<file path="config.mk">
export PLATFORM = sky130hd
export DESIGN_NAME = trc_regs
export DESIGN_NICKNAME = d
export VERILOG_FILES = /design/src/rtl/trc_pkg.sv /design/src/rtl/trc_regs.sv
export SDC_FILE = /design/constraint.sdc
export NUM_CORES = 1
export LEC_CHECK = 0
export ABC_AREA = 1
export BUFFER_PORTS_ARGS = -buffer_cell sky130_fd_sc_hd__buf_2
export CORE_UTILIZATION = 25
export DETAILED_ROUTE_END_ITERATION = 8
export SLEW_MARGIN = 20
export SYNTH_ARGS = -nofsm -noshare
export SYNTH_HDL_FRONTEND = slang
export SYNTH_SLANG_ARGS = --single-unit
</file>
<file path="constraint.sdc">
create_clock -name clk -period 1.5 [get_ports clk]
set_clock_uncertainty 0.05 [all_clocks]
set_input_delay 0.075 -clock clk [delete_from_list [all_inputs] [get_ports clk]]
set_output_delay 0.075 -clock clk [all_outputs]
set_load 0.1 [all_outputs]
</file>
<file path="src/rtl/trc_pkg.sv">
package trc_pkg;

	localparam int ADDR_W = 5;
	localparam int NUM_W  = 31;   // |uv span| * edge movement
	localparam int DEN_W  = 15;   // rectangle width or height
	localparam int QUO_W  = 17;   // quotient never exceeds the uv span
	localparam int PROD_W = 43;   // 17-bit position times 26-bit scale

	localparam logic [2:0] REG_CLIP_LEFT   = 3'd0;
	localparam logic [2:0] REG_CLIP_TOP    = 3'd1;
	localparam logic [2:0] REG_CLIP_WIDTH  = 3'd2;
	localparam logic [2:0] REG_CLIP_HEIGHT = 3'd3;
	localparam logic [2:0] REG_X_SCALE     = 3'd4;
	localparam logic [2:0] REG_Y_SCALE     = 3'd5;

	typedef struct packed {
		logic signed [15:0] clip_left;
		logic signed [15:0] clip_top;
		logic [14:0]        clip_width;
		logic [14:0]        clip_height;
		logic signed [25:0] x_scale;
		logic signed [25:0] y_scale;
	} cfg_t;

	typedef struct packed {
		logic [15:0] x0, x1, y0, y1;
		logic [15:0] u0, u1, v0, v1;
		logic [31:0] c_tl, c_tr, c_bl, c_br;
	} quad_t;

	function automatic logic signed [16:0] clamp17(input logic signed [16:0] v,
		input logic signed [16:0] lo, input logic signed [16:0] hi);
		logic signed [16:0] r;
		r = v;
		if (r < lo) r = lo;
		if (r > hi) r = hi;
		return r;
	endfunction

	// device position: round Q.24 to Q2.14, ties away from zero, saturate
	function automatic logic [15:0] pos_fix(input logic signed [PROD_W-1:0] prod,
		input logic add_one);
		logic signed [PROD_W:0] v;
		logic [PROD_W:0]        mag;
		logic [PROD_W:0]        sum;
		logic [33:0]            q;
		logic [15:0]            r;
		v = {prod[PROD_W-1], prod};
		if (add_one) v = v + (PROD_W+1)'(1 << 24);
		else v = v - (PROD_W+1)'(1 << 24);
		mag = v[PROD_W] ? (~v + 1'b1) : v;
		sum = mag + (PROD_W+1)'(512);
		q = sum[PROD_W:10];
		if (!v[PROD_W]) r = (q > 34'd32767) ? 16'h7fff : q[15:0];
		else r = (q > 34'd32768) ? 16'h8000 : (~q[15:0] + 16'd1);
		return r;
	endfunction

	// base + signed, rounded (span*move/size), clamped to 0..65535
	function automatic logic [15:0] uv_fix(input logic [15:0] base,
		input logic [QUO_W-1:0] quo, input logic [DEN_W-1:0] rem,
		input logic [DEN_W-1:0] den, input logic neg);
		logic              up;
		logic [QUO_W:0]    qr;
		logic [18:0]       sh;
		logic signed [18:0] s;
		logic [15:0]       r;
		up = ({rem, 1'b0} >= {1'b0, den});
		qr = {1'b0, quo} + {{QUO_W{1'b0}}, up};
		if (den == '0) qr = '0;
		sh = {{(18-QUO_W){1'b0}}, qr};
		if (neg) sh = 19'd0 - sh;
		s = $signed({3'b000, base}) + $signed(sh);
		if (s < 0) r = 16'd0;
		else if (s > 19'sd65535) r = 16'hffff;
		else r = s[15:0];
		return r;
	endfunction

endpackage

</file>
<file path="src/rtl/trc_regs.sv">
module trc_regs import trc_pkg::*; (
	input  logic              clk,
	input  logic              arst_n,
	input  logic              psel,
	input  logic              penable,
	input  logic              pwrite,
	input  logic [ADDR_W-1:0] paddr,
	input  logic [31:0]       pwdata,
	output logic [31:0]       prdata,
	output logic              pready,
	output cfg_t              cfg
);
	cfg_t cfg_q;
	logic [2:0] idx;

	assign idx = paddr[ADDR_W-1:2];
	assign pready = 1'b1;
	assign cfg = cfg_q;

	always_ff @(posedge clk or negedge arst_n) begin
		if (!arst_n) begin
			cfg_q <= '0;
		end else if (psel && penable && pwrite) begin
			case (idx)
				REG_CLIP_LEFT:   cfg_q.clip_left   <= pwdata[15:0];
				REG_CLIP_TOP:    cfg_q.clip_top    <= pwdata[15:0];
				REG_CLIP_WIDTH:  cfg_q.clip_width  <= pwdata[14:0];
				REG_CLIP_HEIGHT: cfg_q.clip_height <= pwdata[14:0];
				REG_X_SCALE:     cfg_q.x_scale     <= pwdata[25:0];
				REG_Y_SCALE:     cfg_q.y_scale     <= pwdata[25:0];
				default: ;
			endcase
		end
	end

	always_comb begin
		case (idx)
			REG_CLIP_LEFT:   prdata = 32'(cfg_q.clip_left);
			REG_CLIP_TOP:    prdata = 32'(cfg_q.clip_top);
			REG_CLIP_WIDTH:  prdata = {17'd0, cfg_q.clip_width};
			REG_CLIP_HEIGHT: prdata = {17'd0, cfg_q.clip_height};
			REG_X_SCALE:     prdata = 32'(cfg_q.x_scale);
			REG_Y_SCALE:     prdata = 32'(cfg_q.y_scale);
			default:         prdata = 32'd0;
		endcase
	end
endmodule

</file>
# Yosys cells after proc, flatten, opt, wreduce, memory -nomap -nowiden
# Cells that the tools add are included.
word_totals:
  wordCells: 21
  in_bits: 42
  output_inout_bits: 147
  register_bits: 114
classes:
  mux: 1
  n_reduce_logical: 9
  n_eq_ne: 5
ops:
  columns: ["operator", "count"]
  rows:
  - ["$pmux W32 S6", 1]
  - ["$reduce_and A2 Y1", 6]
  - ["$eq A3 B2 Y1 const B", 2]
  - ["$eq A3 B3 Y1 const B", 2]
  - ["$eq A3 B1 Y1 const B", 1]
  - ["$logic_not A3 Y1", 1]
  - ["$logic_and A1 B1 Y1", 2]

# Depth between registers and ports, before layout
logic_depth:
  word_depth: 3
  mapped_depth: 9
  depth_no_buf: 6

# Worst setup path after synthesis
# Ideal clock, no wire load.
synth_timing:
  path_type: "register to output"
  from: "reg cfg_q, in the netlist cfg[113]"
  to: "out prdata[26]"
  required_ns: 1.375
  stages_incl_launch_ff: 7
  slack_ns: -1.156
  t_arrival_ns: 2.531
  path_buffers: 2
  path_cell_list: "dfrtp_1 > nand3_1 > nand2_1 > inv_1 > buf_2 > nand2_1 > buf_4"
synth_via:
  elab_chain_cells: 1
synth_lines:
  columns: ["element", "line", "source"]
  rows:
  - ["start: declaration", "trc_regs.sv:13", "cfg_t cfg_q;"]
  - ["$pmux W32 S6", "trc_regs.sv:37", "case (idx)"]
  - ["end: declaration", "trc_regs.sv:9", "output logic [31:0] prdata,"]
# Every way passes these cells.

# Worst setup path in the final report
layout_timing:
  from: "reg cfg_q, in the netlist cfg[113]"
  to: "out prdata[22]"
# Same word-level chain as after synthesis.

==> out/qor.yml <==
yosys:
  syn_avg_cell_area_sq_um: 7.91
  synth_warnings: 0
  seq_area_frac_synth: 0.494
  synth_area_leaders: "dfrtp_1 49%, nand2_1 16%, o21ai_0 8.5%"
  ys_seq_elements: 114
  ys_types: 25
  syn_nets: 773
  syn_area_sq_um: 5780
  synth_top_cell_by_area: "dfrtp_1"
  synth_top_area_share: 0.494
  syn_inst: 731
clock_network:
  cts_buffer_depth: 2
  cts.sinks: 114
  cts_buffers: 17
  clock_latency_ps: 410
  htreeDepth: 4
  clkTransAtPathRegs_ps: 50
  cts_root_buf: "clkbuf_16"
  cts_tree: "built"
global_route:
  grt_pass1_vias: 5692
  grt_max_degree: 44
  gr-total-overflow: 0
  gr-usage-all-layers: 0.180
  antenna_found_initial: 0
  grt_pass1_wl_um: 32400
outcome:
  violations: "negative setup slack"
  status: "complete, but fails checks"
final_layout:
  multi_input_area_sq_um: 2670
  fillers: 2237
  areaGrowthSynthToFinish_pct: 61.6
  largest_reg_flops: 114
  seq_area_sq_um: 3010
  drive_above_1_share: 0.516
  postLayoutCoreUtil: 0.413
  final_common_cell: "nand2_1"
  final_cells: 1274
  final_cell_mix: "208 x nand2_1, 144 x buf_2, 110 x dfrtp_2"
  diodes: 0
  nets: 1018
timing:
  postLayoutSetupSlackWorst_ps: -125
  finalSetupViolCount: 19
  max_freq_ghz: 0.615
  max-slew-margin-rel: 0.632
  worst_slew_pin_slew_ps: 552
  hold_violations: 0
  period_share: 1.08
  slew_viol_final: 0
  fin_crit_ps: 1630
  tns_ps: -1600
  rsz0062_at_grt: "yes"
setup_path:
  critPathKind: "reg -> out"
  crit_path_end_kind: "output port"
  timing.rr.end: "cfg[51]"
  critPathRequiredTime_ps: 1370
  critPathLaunchType: "flip-flop"
  reg2reg_from: "cfg[51]"
  worst_ep_arrival_time_ps: 1500
  cp_max_fo: 5
  rrSetupSlack_ps: 560
  reg2regPathDepth: 3
drt:
  drt_drc_violations_left: 0
  firstDrtPassIters: 6
  antenna_left: 0
  num_vias: 5971
  wire_per_inst_um: 16.6
  post_drt_via_cell_ratio: 4.69
  routed_wirelength_um: 21100
  drt_iter0_drc: 406
power:
  fin_total_pwr_uw: 17000
  switching_share: 0.506
  leakage_uw: 0.00461
  combPwrFrac: 0.490
  vdd_drop_max_mv: 0.771
  p_clk_frac: 0.260
  seqPwrFrac: 0.250
  switchingPower_uw: 8610
  powerDensity_nw_per_um2: 1820
  p_int_uw: 8390
flow_run:
  max_cap_viol_count: 0
floorplanning:
  fp.dieW_um: 154
  ios: 189
  rows: 55
  core_sq_um: 22600
  chipHeight_um: 154
  die-area_sq_um: 23700
  start_util: 0.255
place:
  hpwl_um: 15000
  placedCellCount: 1180
  numPortBuffers: 179
  gp_congestion: 0.865
hold_path:
  min_path_cells: 5
  hold_end: "cfg[97]"
  hp-start: "penable"
  hp-class: "in -> reg"
==> per-stage QoR <==
step	cell area, sq um	setup slack, ps	hold WS, ps
after detailed placement	7900	-85.4	50.0
after global routing	9340	-180	167
after CTS	9140	-139	123
after floorplan	6090	-155	-271
after global placement	7900	-53.1	47.9
final	9340	-125	131
==> worst max-delay path by stage <==
| stage | start | end | slack (ps) | depth (start not counted) |
|---|---|---|---|---|
| 6_report | cfg[113] | prdata[22] | -130 | 6 |
| 5_1_grt | cfg[113] | prdata[27] | -180 | 5 |
| 4_1_cts | cfg[113] | prdata[27] | -140 | 5 |
| 3_5_place_dp | paddr[2] | prdata[27] | -90 | 6 |
| 3_3_place_gp | paddr[2] | prdata[26] | -50 | 6 |
| 2_1_floorplan | cfg[113] | prdata[26] | -160 | 6 |
==> kinds of logic after synthesis <==
kind of cell | share of synthesized area
buf+inv | 0.0970
other cells | 0.000649
simple gates | 0.285
compound gates | 0.124
flops | 0.494
==> cell usage after synthesis (all sizes together) <==
cell and n:
nand2 248, o21ai 124, dfrtp 114, inv 57, nand3 46, buf 45
nand4 44, nor2 28, clkbuf 14, a21oi 8, nor3 2, conb 1
==> power groups by stage <==
stage	combinational [uW]	clock [uW]	sequential (uW)
2_1_floorplan	1870	0	8630
3_3_place_gp	7850	0	4320
3_5_place_dp	7900	0	4330
4_1_cts	8260	4490	4240
5_1_grt	8600	4650	4330
6_report	8330	4420	4250
==> worst max-delay path, cell delays in order, from the launching register on <==
cell	delay [ps]
dfrtp_4	480
nand3_4	110
nand2_8	80
buf_12	130
clkinv_8	60
nand2_2	60
buf_12	160
==> what timing repair did <==
action / 4_1_cts / 5_1_grt
gates resized for setup: 35 / 37
hold buffers: 27 / 0
pin swaps: 38 / 28
buffers inserted: 28 / 6
gates cloned: 1 / 0
endpoints found under the hold margin: 146 / 0
endpoints found under the setup margin: 31 / 33
==> cell type report <==
type,count,area share
multi-input combinational,501,0.286
clock buffer,24,0.0537
clock inverter,8,0.0158
sequential,114,0.322
timing repair inverter,1,0.00174
inverter,57,0.0245
timing repair buffer,284,0.259
tap,285,0.0382
==> per-layer routing <==
| layer | vias up | share of wire | GRT usage |
|---|---|---|---|
| li1 | 2875 | - | - |
| met1 | 2868 | 0.40 | 0.218 |
| met2 | 205 | 0.52 | 0.311 |
| met3 | 23 | 0.058 | 0.0372 |
| met4 | 0 | 0.022 | 0.0686 |
| met5 | - | 0 | 0 |
(Power assumes the default switching activity.)
