**config.mk**
```make
export PLATFORM = sky130hd
export DESIGN_NAME = trc_div
export DESIGN_NICKNAME = d
export VERILOG_FILES = /design/src/rtl/trc_pkg.sv /design/src/rtl/trc_div.sv
export SDC_FILE = /design/constraint.sdc
export NUM_CORES = 1
export LEC_CHECK = 0
export BUFFER_PORTS_ARGS = -buffer_cell sky130_fd_sc_hd__buf_4
export CAP_MARGIN = 25
export CORE_UTILIZATION = 40
export DETAILED_ROUTE_END_ITERATION = 7
export GPL_TIMING_DRIVEN = 0
export PLACE_DENSITY = 0.51
export SYNTH_ARGS = -nofsm -noshare
export SYNTH_HDL_FRONTEND = slang
export SYNTH_SLANG_ARGS = --single-unit
```
**constraint.sdc**
```tcl
create_clock -name clk -period 4.28 [get_ports clk]
set_input_delay 0.214 -clock clk [delete_from_list [all_inputs] [get_ports clk]]
set_output_delay 0.214 -clock clk [all_outputs]
set_load 0.03 [all_outputs]
```
**src/rtl/trc_pkg.sv**
```systemverilog
package trc_pkg;

	localparam int ADDR_W = 5;
	localparam int NUM_W  = 31;   // |uv span| * edge movement
	localparam int DEN_W  = 15;   // rectangle width or height
	localparam int QUO_W  = 17;   // quotient never exceeds the uv span
	localparam int PROD_W = 43;   // 17-bit position times 26-bit scale

	localparam logic [2:0] REG_CLIP_LEFT   = 3'd0;
	localparam logic [2:0] REG_CLIP_TOP    = 3'd1;
	localparam logic [2:0] REG_CLIP_WIDTH  = 3'd2;
	localparam logic [2:0] REG_CLIP_HEIGHT = 3'd3;
	localparam logic [2:0] REG_X_SCALE     = 3'd4;
	localparam logic [2:0] REG_Y_SCALE     = 3'd5;

	typedef struct packed {
		logic signed [15:0] clip_left;
		logic signed [15:0] clip_top;
		logic [14:0]        clip_width;
		logic [14:0]        clip_height;
		logic signed [25:0] x_scale;
		logic signed [25:0] y_scale;
	} cfg_t;

	typedef struct packed {
		logic [15:0] x0, x1, y0, y1;
		logic [15:0] u0, u1, v0, v1;
		logic [31:0] c_tl, c_tr, c_bl, c_br;
	} quad_t;

	function automatic logic signed [16:0] clamp17(input logic signed [16:0] v,
		input logic signed [16:0] lo, input logic signed [16:0] hi);
		logic signed [16:0] r;
		r = v;
		if (r < lo) r = lo;
		if (r > hi) r = hi;
		return r;
	endfunction

	// device position: round Q.24 to Q2.14, ties away from zero, saturate
	function automatic logic [15:0] pos_fix(input logic signed [PROD_W-1:0] prod,
		input logic add_one);
		logic signed [PROD_W:0] v;
		logic [PROD_W:0]        mag;
		logic [PROD_W:0]        sum;
		logic [33:0]            q;
		logic [15:0]            r;
		v = {prod[PROD_W-1], prod};
		if (add_one) v = v + (PROD_W+1)'(1 << 24);
		else v = v - (PROD_W+1)'(1 << 24);
		mag = v[PROD_W] ? (~v + 1'b1) : v;
		sum = mag + (PROD_W+1)'(512);
		q = sum[PROD_W:10];
		if (!v[PROD_W]) r = (q > 34'd32767) ? 16'h7fff : q[15:0];
		else r = (q > 34'd32768) ? 16'h8000 : (~q[15:0] + 16'd1);
		return r;
	endfunction

	// base + signed, rounded (span*move/size), clamped to 0..65535
	function automatic logic [15:0] uv_fix(input logic [15:0] base,
		input logic [QUO_W-1:0] quo, input logic [DEN_W-1:0] rem,
		input logic [DEN_W-1:0] den, input logic neg);
		logic              up;
		logic [QUO_W:0]    qr;
		logic [18:0]       sh;
		logic signed [18:0] s;
		logic [15:0]       r;
		up = ({rem, 1'b0} >= {1'b0, den});
		qr = {1'b0, quo} + {{QUO_W{1'b0}}, up};
		if (den == '0) qr = '0;
		sh = {{(18-QUO_W){1'b0}}, qr};
		if (neg) sh = 19'd0 - sh;
		s = $signed({3'b000, base}) + $signed(sh);
		if (s < 0) r = 16'd0;
		else if (s > 19'sd65535) r = 16'hffff;
		else r = s[15:0];
		return r;
	endfunction

endpackage

```
**src/rtl/trc_div.sv**
```systemverilog
// restoring divider, one quotient bit per stage; quotient known to fit QUO_W bits
module trc_div import trc_pkg::*; (
	input  logic             clk,
	input  logic             en,
	input  logic [NUM_W-1:0] num,
	input  logic [DEN_W-1:0] den,
	output logic [QUO_W-1:0] quo,
	output logic [DEN_W-1:0] rem,
	output logic [DEN_W-1:0] den_out
);
	logic [NUM_W-1:0] num_s [QUO_W];
	logic [DEN_W-1:0] den_s [QUO_W];
	logic [DEN_W-1:0] rem_s [QUO_W];
	logic [QUO_W-1:0] quo_s [QUO_W];

	for (genvar i = 0; i < QUO_W; i++) begin : g_st
		logic [NUM_W-1:0] n_in;
		logic [DEN_W-1:0] d_in;
		logic [DEN_W-1:0] r_in;
		logic [QUO_W-1:0] q_in;
		logic [DEN_W:0]   trial;
		logic             ge;

		if (i == 0) begin : g_first
			assign n_in = num;
			assign d_in = den;
			assign r_in = {{(DEN_W-(NUM_W-QUO_W)){1'b0}}, num[NUM_W-1:QUO_W]};
			assign q_in = '0;
		end else begin : g_next
			assign n_in = num_s[i-1];
			assign d_in = den_s[i-1];
			assign r_in = rem_s[i-1];
			assign q_in = quo_s[i-1];
		end

		assign trial = {r_in, n_in[QUO_W-1-i]};
		assign ge = (trial >= {1'b0, d_in});

		always_ff @(posedge clk) begin
			if (en) begin
				num_s[i] <= n_in;
				den_s[i] <= d_in;
				rem_s[i] <= ge ? DEN_W'(trial - {1'b0, d_in}) : trial[DEN_W-1:0];
				quo_s[i] <= {q_in[QUO_W-2:0], ge};
			end
		end
	end

	assign quo = quo_s[QUO_W-1];
	assign rem = rem_s[QUO_W-1];
	assign den_out = den_s[QUO_W-1];
endmodule

```
# Yosys cells after proc, flatten, opt, wreduce, memory -nomap -nowiden
# Memory sizes are Yosys's and may differ from the RTL's.
# Cells that the tools add are included.
# totals
word_cells,57
mem_bits_rw,1326
mem_count,4
regBits,0
# memory_table
name,depth,width,read_ports,rd_ports_with_merged_regs,write_ports,line_no,source
num_s,17,31,16,0,17,trc_div.sv:11,logic [NUM_W-1:0] num_s [QUO_W];
quo_s,17,17,17,0,17,trc_div.sv:14,logic [QUO_W-1:0] quo_s [QUO_W];
den_s,17,15,17,0,17,trc_div.sv:12,logic [DEN_W-1:0] den_s [QUO_W];
rem_s,17,15,17,0,17,trc_div.sv:13,logic [DEN_W-1:0] rem_s [QUO_W];
# op_classes
magnitude_cmp,17
addsub,17
mux,19
# op_table
op,count
$ge A16 B15 Y1,16
$mux W15,17
$sub A15 B15 Y15,17
$ge A15 B15 Y1,1
$mux W1,2

# Depth between registers and ports, before layout
# An unclocked memory read counts as a cell.
# depth
ltp_word,3
mapped_depth,12
mapped_depth_nobuf,10

# Least setup slack after synthesis
# No wires, ideal clock.
# synth_path
path_kind,reg-to-reg
start,memory rem_s[13][4] (netlist: rem_s[0][199])
end,"memory rem_s[14][7] (netlist: rem_s[0][217]), data pin"
setup_time_ps,260
t_required_ps,4020
stages_incl_launch_ff,10
synth_period_minus_slack_ps,2931
path_slack_ps,1349
arrival_ps,2671
cell_sequence,edfxtp_1 > ha_1 > a21o_1 > a21o_1 > a21oi_2 > o31ai_1 > a2111o_1 > a311oi_4 > buf_8 > mux2_4
# synth_lines
element,line_no
"start, declared",trc_div.sv:13

==> impl_metrics.toml <==
[min_path]
min_to = "num_s[0][7]"
holdPathStages = 2
worstHoldStart = "num[7]"
hp-class = "in2reg"

[sta]
worst_pin_slew_ns = 0.954
rsz0062_at_grt = "no"
finalCritPeriodShare = 0.896
finalSetupViolCount = 0
slew_headroom = 0.360
drv_slew = 0
timing.fmax_mhz = 261
min_period_ns = 3.84
clock_skew_ns = 0.0240
finalSetupTns_ns = 0
hold_violations = 0

[global_routing]
use_met2 = 0.299
grt_use_total = 0.170
grt_max_degree = 135
grt_first_pass_wirelength_um = 137000
grt_overflow = 0
antenna_found_initial = 0
grt_pass1_vias = 25066
use_met1 = 0.212
grt.met3_usage = 0.0300
grt.busiest_layer = "met2"

[clocking]
clk_path_buf_depth = 3
root_buffer = "clkbuf_16"
path_clk_slew_ns = 0.06
cts_max_level = 3
cts_resized = 0
cts_sinks = 799
holdBufCountCts = 47
cts_tree = "done"
postCtsSetupBuffers = 0
clkLatencyLatePin_ns = 0.66
cts_buffers = 89

[die]
die_y_um = 318
die_w_um = 318
die_area_um2 = 101000
initial_core_util = 0.406
coreArea_um2 = 98700
rows = 115
io_pins = 95

[worst_setup_path]
r2r-end = "rem_s[0][88]"
r2r_setup_slack_ns = 0.44
path_max_fanout = 10
r2r_cells = 11
required_ns = 4.73
cp_data_arrival_time_ns = 4.28
end_kind = "flop"
start_kind = "flop"
r2r_start = "num_s[0][135]"
critPathKind = "reg2reg"

[synthesis]
synth_enable_flop_cells = 799
ys_warn_count = 0
synth_area_per_cell_um2 = 12.7
ys_seq_area_frac = 0.599
ys_ff_latch = 799
synth_flop_cell = "edfxtp_1"
synth_nets = 3483
synthArstFlopShare = 0
syn_inst = 3163
synth_area_um2 = 40000
post_synth_num_cell_types = 81

[outcome]
status = "completed"

[power]
powerDensity_nw_per_um2 = 725
ir_drop_uv = 330
p_leak_nw = 18.2

[cells_and_area]
antennaDiodeCount = 0
regArea_um2 = 24000
finalNetCount = 3721
area_growth_syn_to_layout_pct = 15.0
n_fill_cell = 8812
final_area_um2 = 46000
multi_input_area_um2 = 14400
drive_gt1_frac = 0.116
fin_cells = 4762
final_common_cell = "edfxtp_1"
layout_common_cells = "edfxtp_1 (799), inv_1 (335), ha_1 (255), nand2_1 (214), a21oi_1 (200)"

[detailed_routing]
drt-wirelength-per-cell_um = 18.3
first_pass_iters = 6
drt_iter0_markers = 1879
wl_um = 87000
antenna_left = 0
via_count = 25188
via_per_inst = 5.29
drt_drc_violations_left = 0

[placement]
dp_hpwl_um = 63900
routabilityCongestion = 0.860
place_area_um2 = 42500
place_inst = 4550
port_buffers = 94

[flow_run]
cap_violations = 0
-- state kept, by name, summed over array words and instances, names as in the netlist --
| register | flops |
|---|---|
| num_s | 136 |
| quo_s | 153 |
| rem_s | 255 |
| den_s | 255 |
-- where the power goes --
group | total [mW] | internal (mW) | switching, mW | leakage, nW
Combinational | 13.3 | 5.68 | 7.64 | 8.96
Clock | 7.91 | 4.79 | 3.13 | 1.47
Sequential | 12.1 | 11.1 | 0.988 | 7.81
Total | 33.3 | 21.6 | 11.8 | 18.2
-- cell type report --
class / instances / share of cell area
plain buffers: 66 / 0.00739
clock buffers: 106 / 0.0502
clock inverters: 59 / 0.0158
inverters: 336 / 0.0274
multi-input cells: 1962 / 0.314
flip-flops and latches: 799 / 0.521
well taps: 1287 / 0.0350
repair buffers: 147 / 0.0293
-- worst max path at each step --
stage / end / start / slack (ns) / cells past startpoint
after floorplan: rem_s[0][217] / rem_s[0][199] / 1.35 / 9
after global placement: quo_s[2][15] / en / -3.60 / 1
after detailed placement: rem_s[0][88] / num_s[0][135] / 0.42 / 10
after CTS: rem_s[0][88] / num_s[0][135] / 0.36 / 11
after global routing: rem_s[0][88] / num_s[0][135] / 0.1 / 11
final: rem_s[0][88] / num_s[0][135] / 0.44 / 11
-- critical path, stage by stage, from the launching register on --
cell and delay [ns]:
edfxtp_1 0.64, inv_1 0.10, ha_1 0.25, fa_1 0.41, nor2b_1 0.12, o21ai_0 0.14
nand3_1 0.13, a21oi_1 0.10, o31ai_2 0.83, clkbuf_1 0.49, o41ai_1 0.16, o22ai_1 0.25
-- Yosys cell counts (12+ instances only) --
master    number  area [um^2]
a31oi_1       24          150
fa_1          17          340
inv_1        335         1260
xnor2_1      108          946
nand4_1       43          269
ha_1         255         3190
nor2_1       157          589
and2_1        15         93.8
xor2_1        63          552
clkbuf_1      39          146
nand2_1      214          803
o211ai_1      17          128
nand2b_1      35          219
edfxtp_1     799        24000
o31a_1        12          105
o21ai_0      177          886
a211oi_1      21          158
o21a_1        54          405
nand3_1       36          180
mux2_2       109         1230
o31ai_1       25          188
and3_1        13         81.3
o41ai_1       12          105
buf_4         17          128
a21o_1        74          556
o21bai_1      18          135
nor3_1        34          170
a21oi_1      200         1000
nor2b_1       41          257
mux2i_1       19          190
-- per-layer routing --
metal	share of wire	wire (um)
met5	0	0
met4	0.030	2620
met3	0.041	3580
met2	0.50	43600
met1	0.43	37200
-- stage by stage --
stage / hold slack (ns) / utilization / setup slack, ns / power, mW
final: 0.285 / 0.466 / 0.444 / 33.3
after global routing: 0.234 / 0.466 / 0.0996 / 35.6
after CTS: 0.222 / 0.466 / 0.363 / 33.8
after detailed placement: 0.393 / 0.431 / 0.420 / 25.6
after global placement: 0.393 / 0.429 / -3.60 / 25.4
after floorplan: 0.313 / - / 1.35 / 21.7
-- cells by family (layout without fill, tap and decap cells) --
group | after synthesis | in the layout | synth area share
buffers and inverters | 402 | 714 | 0.0400
adder cells (fa/ha/maj) | 272 | 272 | 0.0882
multiplexers | 135 | 135 | 0.0380
XOR/XNOR | 171 | 171 | 0.0374
flip-flops | 799 | 799 | 0.599
AND/OR/NAND/NOR | 638 | 638 | 0.0762
AO/OA/AOI/OAI | 746 | 746 | 0.121
(Power assumes the default switching activity.)
