--- config.mk ---
export PLATFORM = sky130hd
export DESIGN_NAME = trc_ser
export DESIGN_NICKNAME = d
export VERILOG_FILES = /design/src/rtl/trc_pkg.sv /design/src/rtl/trc_ser.sv
export SDC_FILE = /design/constraint.sdc
export NUM_CORES = 1
export LEC_CHECK = 0
export BUFFER_PORTS_ARGS = -buffer_cell sky130_fd_sc_hd__clkbuf_2
export CORE_ASPECT_RATIO = 2
export CORE_MARGIN = 2
export CORE_UTILIZATION = 30
export DETAILED_ROUTE_END_ITERATION = 10
export HOLD_SLACK_MARGIN = 0.12
export RECOVER_POWER = 50
export REMOVE_ABC_BUFFERS = 1
export SLEW_MARGIN = 20
export SYNTH_ARGS = -nofsm -noshare
export SYNTH_HDL_FRONTEND = slang
export SYNTH_SLANG_ARGS = --single-unit
--- constraint.sdc ---
create_clock -name clk -period 1.8 [get_ports clk]
set_input_delay 0.09 -clock clk [delete_from_list [all_inputs] [get_ports clk]]
set_output_delay 0.09 -clock clk [all_outputs]
set_load 0.01 [all_outputs]
--- src/rtl/trc_pkg.sv ---
package trc_pkg;

	localparam int ADDR_W = 5;
	localparam int NUM_W  = 31;   // |uv span| * edge movement
	localparam int DEN_W  = 15;   // rectangle width or height
	localparam int QUO_W  = 17;   // quotient never exceeds the uv span
	localparam int PROD_W = 43;   // 17-bit position times 26-bit scale

	localparam logic [2:0] REG_CLIP_LEFT   = 3'd0;
	localparam logic [2:0] REG_CLIP_TOP    = 3'd1;
	localparam logic [2:0] REG_CLIP_WIDTH  = 3'd2;
	localparam logic [2:0] REG_CLIP_HEIGHT = 3'd3;
	localparam logic [2:0] REG_X_SCALE     = 3'd4;
	localparam logic [2:0] REG_Y_SCALE     = 3'd5;

	typedef struct packed {
		logic signed [15:0] clip_left;
		logic signed [15:0] clip_top;
		logic [14:0]        clip_width;
		logic [14:0]        clip_height;
		logic signed [25:0] x_scale;
		logic signed [25:0] y_scale;
	} cfg_t;

	typedef struct packed {
		logic [15:0] x0, x1, y0, y1;
		logic [15:0] u0, u1, v0, v1;
		logic [31:0] c_tl, c_tr, c_bl, c_br;
	} quad_t;

	function automatic logic signed [16:0] clamp17(input logic signed [16:0] v,
		input logic signed [16:0] lo, input logic signed [16:0] hi);
		logic signed [16:0] r;
		r = v;
		if (r < lo) r = lo;
		if (r > hi) r = hi;
		return r;
	endfunction

	// device position: round Q.24 to Q2.14, ties away from zero, saturate
	function automatic logic [15:0] pos_fix(input logic signed [PROD_W-1:0] prod,
		input logic add_one);
		logic signed [PROD_W:0] v;
		logic [PROD_W:0]        mag;
		logic [PROD_W:0]        sum;
		logic [33:0]            q;
		logic [15:0]            r;
		v = {prod[PROD_W-1], prod};
		if (add_one) v = v + (PROD_W+1)'(1 << 24);
		else v = v - (PROD_W+1)'(1 << 24);
		mag = v[PROD_W] ? (~v + 1'b1) : v;
		sum = mag + (PROD_W+1)'(512);
		q = sum[PROD_W:10];
		if (!v[PROD_W]) r = (q > 34'd32767) ? 16'h7fff : q[15:0];
		else r = (q > 34'd32768) ? 16'h8000 : (~q[15:0] + 16'd1);
		return r;
	endfunction

	// base + signed, rounded (span*move/size), clamped to 0..65535
	function automatic logic [15:0] uv_fix(input logic [15:0] base,
		input logic [QUO_W-1:0] quo, input logic [DEN_W-1:0] rem,
		input logic [DEN_W-1:0] den, input logic neg);
		logic              up;
		logic [QUO_W:0]    qr;
		logic [18:0]       sh;
		logic signed [18:0] s;
		logic [15:0]       r;
		up = ({rem, 1'b0} >= {1'b0, den});
		qr = {1'b0, quo} + {{QUO_W{1'b0}}, up};
		if (den == '0) qr = '0;
		sh = {{(18-QUO_W){1'b0}}, qr};
		if (neg) sh = 19'd0 - sh;
		s = $signed({3'b000, base}) + $signed(sh);
		if (s < 0) r = 16'd0;
		else if (s > 19'sd65535) r = 16'hffff;
		else r = s[15:0];
		return r;
	endfunction

endpackage

--- src/rtl/trc_ser.sv ---
module trc_ser import trc_pkg::*; (
	input  logic        clk,
	input  logic        arst_n,
	input  logic        load,
	input  quad_t       quad,
	output logic        can_load,
	output logic        out_valid,
	input  logic        out_ready,
	output logic [15:0] pos_x,
	output logic [15:0] pos_y,
	output logic [15:0] tex_u,
	output logic [15:0] tex_v,
	output logic [31:0] vertex_colour,
	output logic        last_vertex
);
	quad_t      quad_q;
	logic [1:0] cnt_q;
	logic       vld_q;

	assign can_load = !vld_q || (out_ready && cnt_q == 2'd3);
	assign out_valid = vld_q;

	always_ff @(posedge clk or negedge arst_n) begin
		if (!arst_n) begin
			vld_q <= 1'b0;
			cnt_q <= 2'd0;
		end else if (load) begin
			vld_q <= 1'b1;
			cnt_q <= 2'd0;
		end else if (vld_q && out_ready) begin
			if (cnt_q == 2'd3) vld_q <= 1'b0;
			cnt_q <= cnt_q + 2'd1;
		end
	end

	always_ff @(posedge clk) begin
		if (load) quad_q <= quad;
	end

	// order tl, tr, bl, br: bit 0 picks right, bit 1 picks bottom
	always_comb begin
		pos_x = cnt_q[0] ? quad_q.x1 : quad_q.x0;
		tex_u = cnt_q[0] ? quad_q.u1 : quad_q.u0;
		pos_y = cnt_q[1] ? quad_q.y1 : quad_q.y0;
		tex_v = cnt_q[1] ? quad_q.v1 : quad_q.v0;
		case (cnt_q)
			2'd0:    vertex_colour = quad_q.c_tl;
			2'd1:    vertex_colour = quad_q.c_tr;
			2'd2:    vertex_colour = quad_q.c_bl;
			default: vertex_colour = quad_q.c_br;
		endcase
		last_vertex = (cnt_q == 2'd3);
	end
endmodule

==> flow_summary.json, run 1 <==
{
  "clockRootBuffer": "clkbuf_16",
  "place_inst": 1235,
  "synth_cells": 455,
  "cts_sinks": 259,
  "clk_path_buf_depth": 3,
  "numCtsBuffers": 23,
  "place_hpwl_um": 17900,
  "synth.largest_area_cell": "edfxtp_1",
  "stop_error": "[ERROR RSZ-0060] Max buffer count reached.",
  "netlist.area_leader.share": 0.806,
  "routabilityCongestion": 0.836,
  "cts-resized-gates": 47,
  "synth_cell_types": 15,
  "initial_core_util": 0.304,
  "chipHeight_um": 256,
  "haltStage": "clock tree synthesis (4_1_cts)",
  "io_buffers": 358,
  "outcome": "stopped before the end",
  "yosys_warnings": 0,
  "cts_hold_buf": 260,
  "synth_area_sq_mm": 0.00954,
  "htree_levels": 1,
  "ioPinCount": 359,
  "rows": 92,
  "ys_seq_area_frac": 0.814,
  "syn_area_per_cell_sq_um": 21.0,
  "synth_area_leaders": "edfxtp_1, mux2_2, a222oi_1",
  "synth-seq-cells": 259,
  "die_w_um": 130,
  "post_cts_buffers": 13
}
-- cells by family after synthesis --
family                   share of synthesized area
buffers and inverters                       0.0323
flip-flops                                   0.814
multiplexers                                 0.109
AND/OR/NAND/NOR                            0.00210
adder cells (fa/ha/maj)                    0.00525
AO/OA/AOI/OAI                               0.0375
-- cells in the mapped netlist, drive strengths merged --
| library cell | instances |
|---|---|
| a222oi | 32 |
| dfrtp | 3 |
| nand2 | 2 |
| a21o | 1 |
| ha | 4 |
| mux2 | 64 |
| a21bo | 2 |
| edfxtp | 256 |
| mux2i | 32 |
| buf | 21 |
| nand3 | 1 |
| nand3b | 1 |
| a21oi | 2 |
| inv | 34 |
-- per-stage QoR --
step | utilization | setup WS [ns] | hold slack, ns | cell area, sq um
2_1_floorplan | - | -1.08 | -0.206 | 9360
3_3_place_gp | 0.379 | -0.116 | -0.0940 | 11900
3_5_place_dp | 0.379 | -0.185 | -0.0853 | 11900
==> run 2: changes to the inputs <==
Settings changed: CORE_ASPECT_RATIO 2 to unset, CORE_UTILIZATION 30 to 20, HOLD_SLACK_MARGIN 0.12 to unset, PLACE_DENSITY_LB_ADDON set to 0.15.
==> flow_summary.json, run 2 <==
{
  "ys_seq_area_frac": 0.814,
  "synth_compound_area_frac": 0.0375,
  "fin_crit_sh": 1.19,
  "finalSetupViolCount": 97,
  "synthXorXnorAreaFrac": 0,
  "antenna_found_initial": 1,
  "seqCellArea_sq_mm": 0.00776,
  "top_register": "quad_q",
  "fin_setup_tns_ns": -21.00,
  "htree_levels": 1,
  "min_from": "quad[180]",
  "grt_pass1_vias": 7353,
  "die_w_um": 222,
  "coreArea_sq_mm": 0.0474,
  "final_net_count": 1385,
  "ys.flop_type": "edfxtp_1",
  "clk_path_buf_depth": 3,
  "die-area_sq_mm": 0.0495,
  "layoutNonFillerInstCount": 1758,
  "antennaDiodeCount": 0,
  "hold_violations": 0,
  "highest_layer": "met4",
  "synth-seq-cells": 259,
  "chipHeight_um": 222,
  "worstRegToRegCells": 5,
  "synth_area_leaders": "edfxtp_1, mux2_2, a222oi_1",
  "synth.most_common_cell": "edfxtp_1",
  "reg2reg_setup_slack_ns": 0.37,
  "postLayoutCoreUtil": 0.341,
  "clk_pin_slew_worst_paths_ns": 0.06,
  "initial_core_util": 0.201,
  "wl_met2_um": 14000,
  "rows": 80,
  "vias": 6654,
  "ioPinCount": 359,
  "yosys_warnings": 0,
  "total_power_uw": 15400,
  "synth_area_sq_mm": 0.00954,
  "layout_commonest_cell": "clkbuf_2",
  "drtPass1Iterations": 5,
  "cts_sinks": 259,
  "synth.mux.area_fraction": 0.109,
  "layout_common_cells": "clkbuf_2, dlygate4sd3_1, edfxtp_1",
  "grt_max_degree": 60,
  "r2r_end": "cnt_q[1]",
  "synthAdderAreaFrac": 0.00525,
  "multi_input_area_sq_mm": 0.00152,
  "relSlewSlack": 0.761,
  "synthSimpleGateAreaFrac": 0.00210,
  "vdd_drop_max_mv": 0.788,
  "syn_to_final_growth_pct": 69.6,
  "n_fill_cell": 4666,
  "routabilityCongestion": 0.716,
  "critPathLaunch": "cnt_q[0]",
  "regToRegStartpoint": "cnt_q[1]",
  "drc_errors": 0,
  "wl_met1_um": 11900,
  "antenna_left": 0,
  "place_hpwl_um": 17600,
  "io_buffers": 358,
  "cts_tree": "built",
  "rsz0062_at_grt": "yes",
  "clock_latency_ns": 0.56,
  "fmax_mhz": 466,
  "critPathKind": "reg2out",
  "largest_reg_flops": 256,
  "place_inst": 1427,
  "synth-edff-count": 256,
  "worstMarginPinSlew_ns": 0.359,
  "syn_area_per_cell_sq_um": 21.0,
  "met3_length_um": 1890,
  "p_per_area_mw_per_mm2": 953,
  "async_flop_share": 0.0116,
  "leakagePower_uw": 0.00647,
  "wl_per_cell_um": 16.2,
  "maxCapViolations": 0,
  "setup_slack_ns": -0.348,
  "drt-total-wl_um": 28500,
  "grt_util_all_layers": 0.109,
  "timing.final.crit_period_ns": 2.15,
  "worstSetupEndpointType": "primary output",
  "synth_top_family_by_area": "multiplexers",
  "clockRootBuffer": "clkbuf_16",
  "whs_endpoint": "quad_q[180]",
  "path_cells": "inv_4 > ha_4 > buf_12 > a222oi_1 > mux2i_1 > clkbuf_2",
  "worstHoldPathCells": 2,
  "violations": "setup timing",
  "final_layout_size_suffix_gt1_frac": 0.441,
  "synth_cell_types": 15,
  "max_stage_delay_ns": 0.42,
  "final_max_slew_viol_count": 0,
  "first_iter_violations": 329,
  "synth.largest_area_cell": "edfxtp_1",
  "critPathLaunchType": "flip-flop",
  "netlist.area_leader.share": 0.806,
  "cp.arrival_ns": 2.06,
  "critical-path-slowest-cell": "dfrtp_2",
  "routed_via_density": 3.78,
  "synth_common_cells": "edfxtp_1, mux2_2, inv_1",
  "numCtsBuffers": 30,
  "grt_pass1_wl_um": 41800,
  "fin_skew_ns": 0.000188,
  "overflow": 0,
  "synth_cells": 455,
  "min_path_type": "in2reg",
  "outcome": "finished, violations left",
  "worstPathRequired_ns": 1.71,
  "cp_max_fo": 12
}
-- run 2: cell counts after synthesis --
No cell type changed its count.
-- run 2: cell type report --
cell class                 count  area share
tap                          615      0.0476
multi-input combinational    141      0.0939
inverter                      34     0.00820
clock inverter                 7     0.00487
clock buffer                  47      0.0554
timing repair buffer         655       0.310
sequential                   259       0.480
-- run 2: how the worst max path moves through the flow --
stage                         to  slack, ns  cells past startpoint
2_1_floorplan          out_valid      -1.08                      3
3_3_place_gp   vertex_colour[26]       0.10                      6
3_5_place_dp   vertex_colour[17]       0.09                      6
4_1_cts        vertex_colour[12]      -0.37                      6
5_1_grt         vertex_colour[2]      -0.49                      6
6_report       vertex_colour[18]      -0.35                      6
-- run 2: repair_timing --
| action | 4_1_cts | 5_1_grt |
|---|---|---|
| hold buffers | 260 | 0 |
| pin swaps | 25 | 9 |
| buffers inserted | 5 | 3 |
| hold endpoints to repair | 281 | 0 |
| endpoints found under the setup margin | 97 | 98 |
| gates resized for setup | 24 | 12 |
| cloned | 4 | 5 |
-- run 2: cell families after synthesis --
group                      count (synthesis)
AOI/OAI and AO/OA                         37
adders and majority gates                  4
buffers and inverters                     55
DFF                                      259
muxes                                     96
and+or+nand+nor                            4
-- run 2: critical path, delay by kind of cell (launching register included) --
family	cells	cell delay [ns]
AOI/OAI and AO/OA	1	0.36
DFF	1	0.42
adders and majority gates	1	0.20
muxes	1	0.12
buffers and inverters	3	0.39
-- run 2: metrics by stage --
| step | hold slack (ns) | worst slack, ns | cell area, sq um |
|---|---|---|---|
| 2_1_floorplan | -0.206 | -1.08 | 9360 |
| 3_3_place_gp | -0.103 | 0.102 | 12200 |
| 3_5_place_dp | -0.104 | 0.0887 | 12200 |
| 4_1_cts | 0.184 | -0.365 | 16000 |
| 5_1_grt | 0.202 | -0.488 | 16200 |
| 6_report | 0.229 | -0.348 | 16200 |
-- run 2: power breakdown --
part | internal, uW | leakage (uW) | switching, uW
registers | 7160 | 0.00254 | 120
clock network | 3650 | 0.000473 | 2360
logic | 1190 | 0.00346 | 923
total | 12000 | 0.00647 | 3410
-- run 2: metal layers --
layer / global-route usage / vias up
met1: 0.129 / 3188
met4: 0.0336 / 0
met2: 0.191 / 250
met3: 0.0304 / 46
met5: 0 / -
li1: - / 3170
Power figures use the tool's default switching activity.
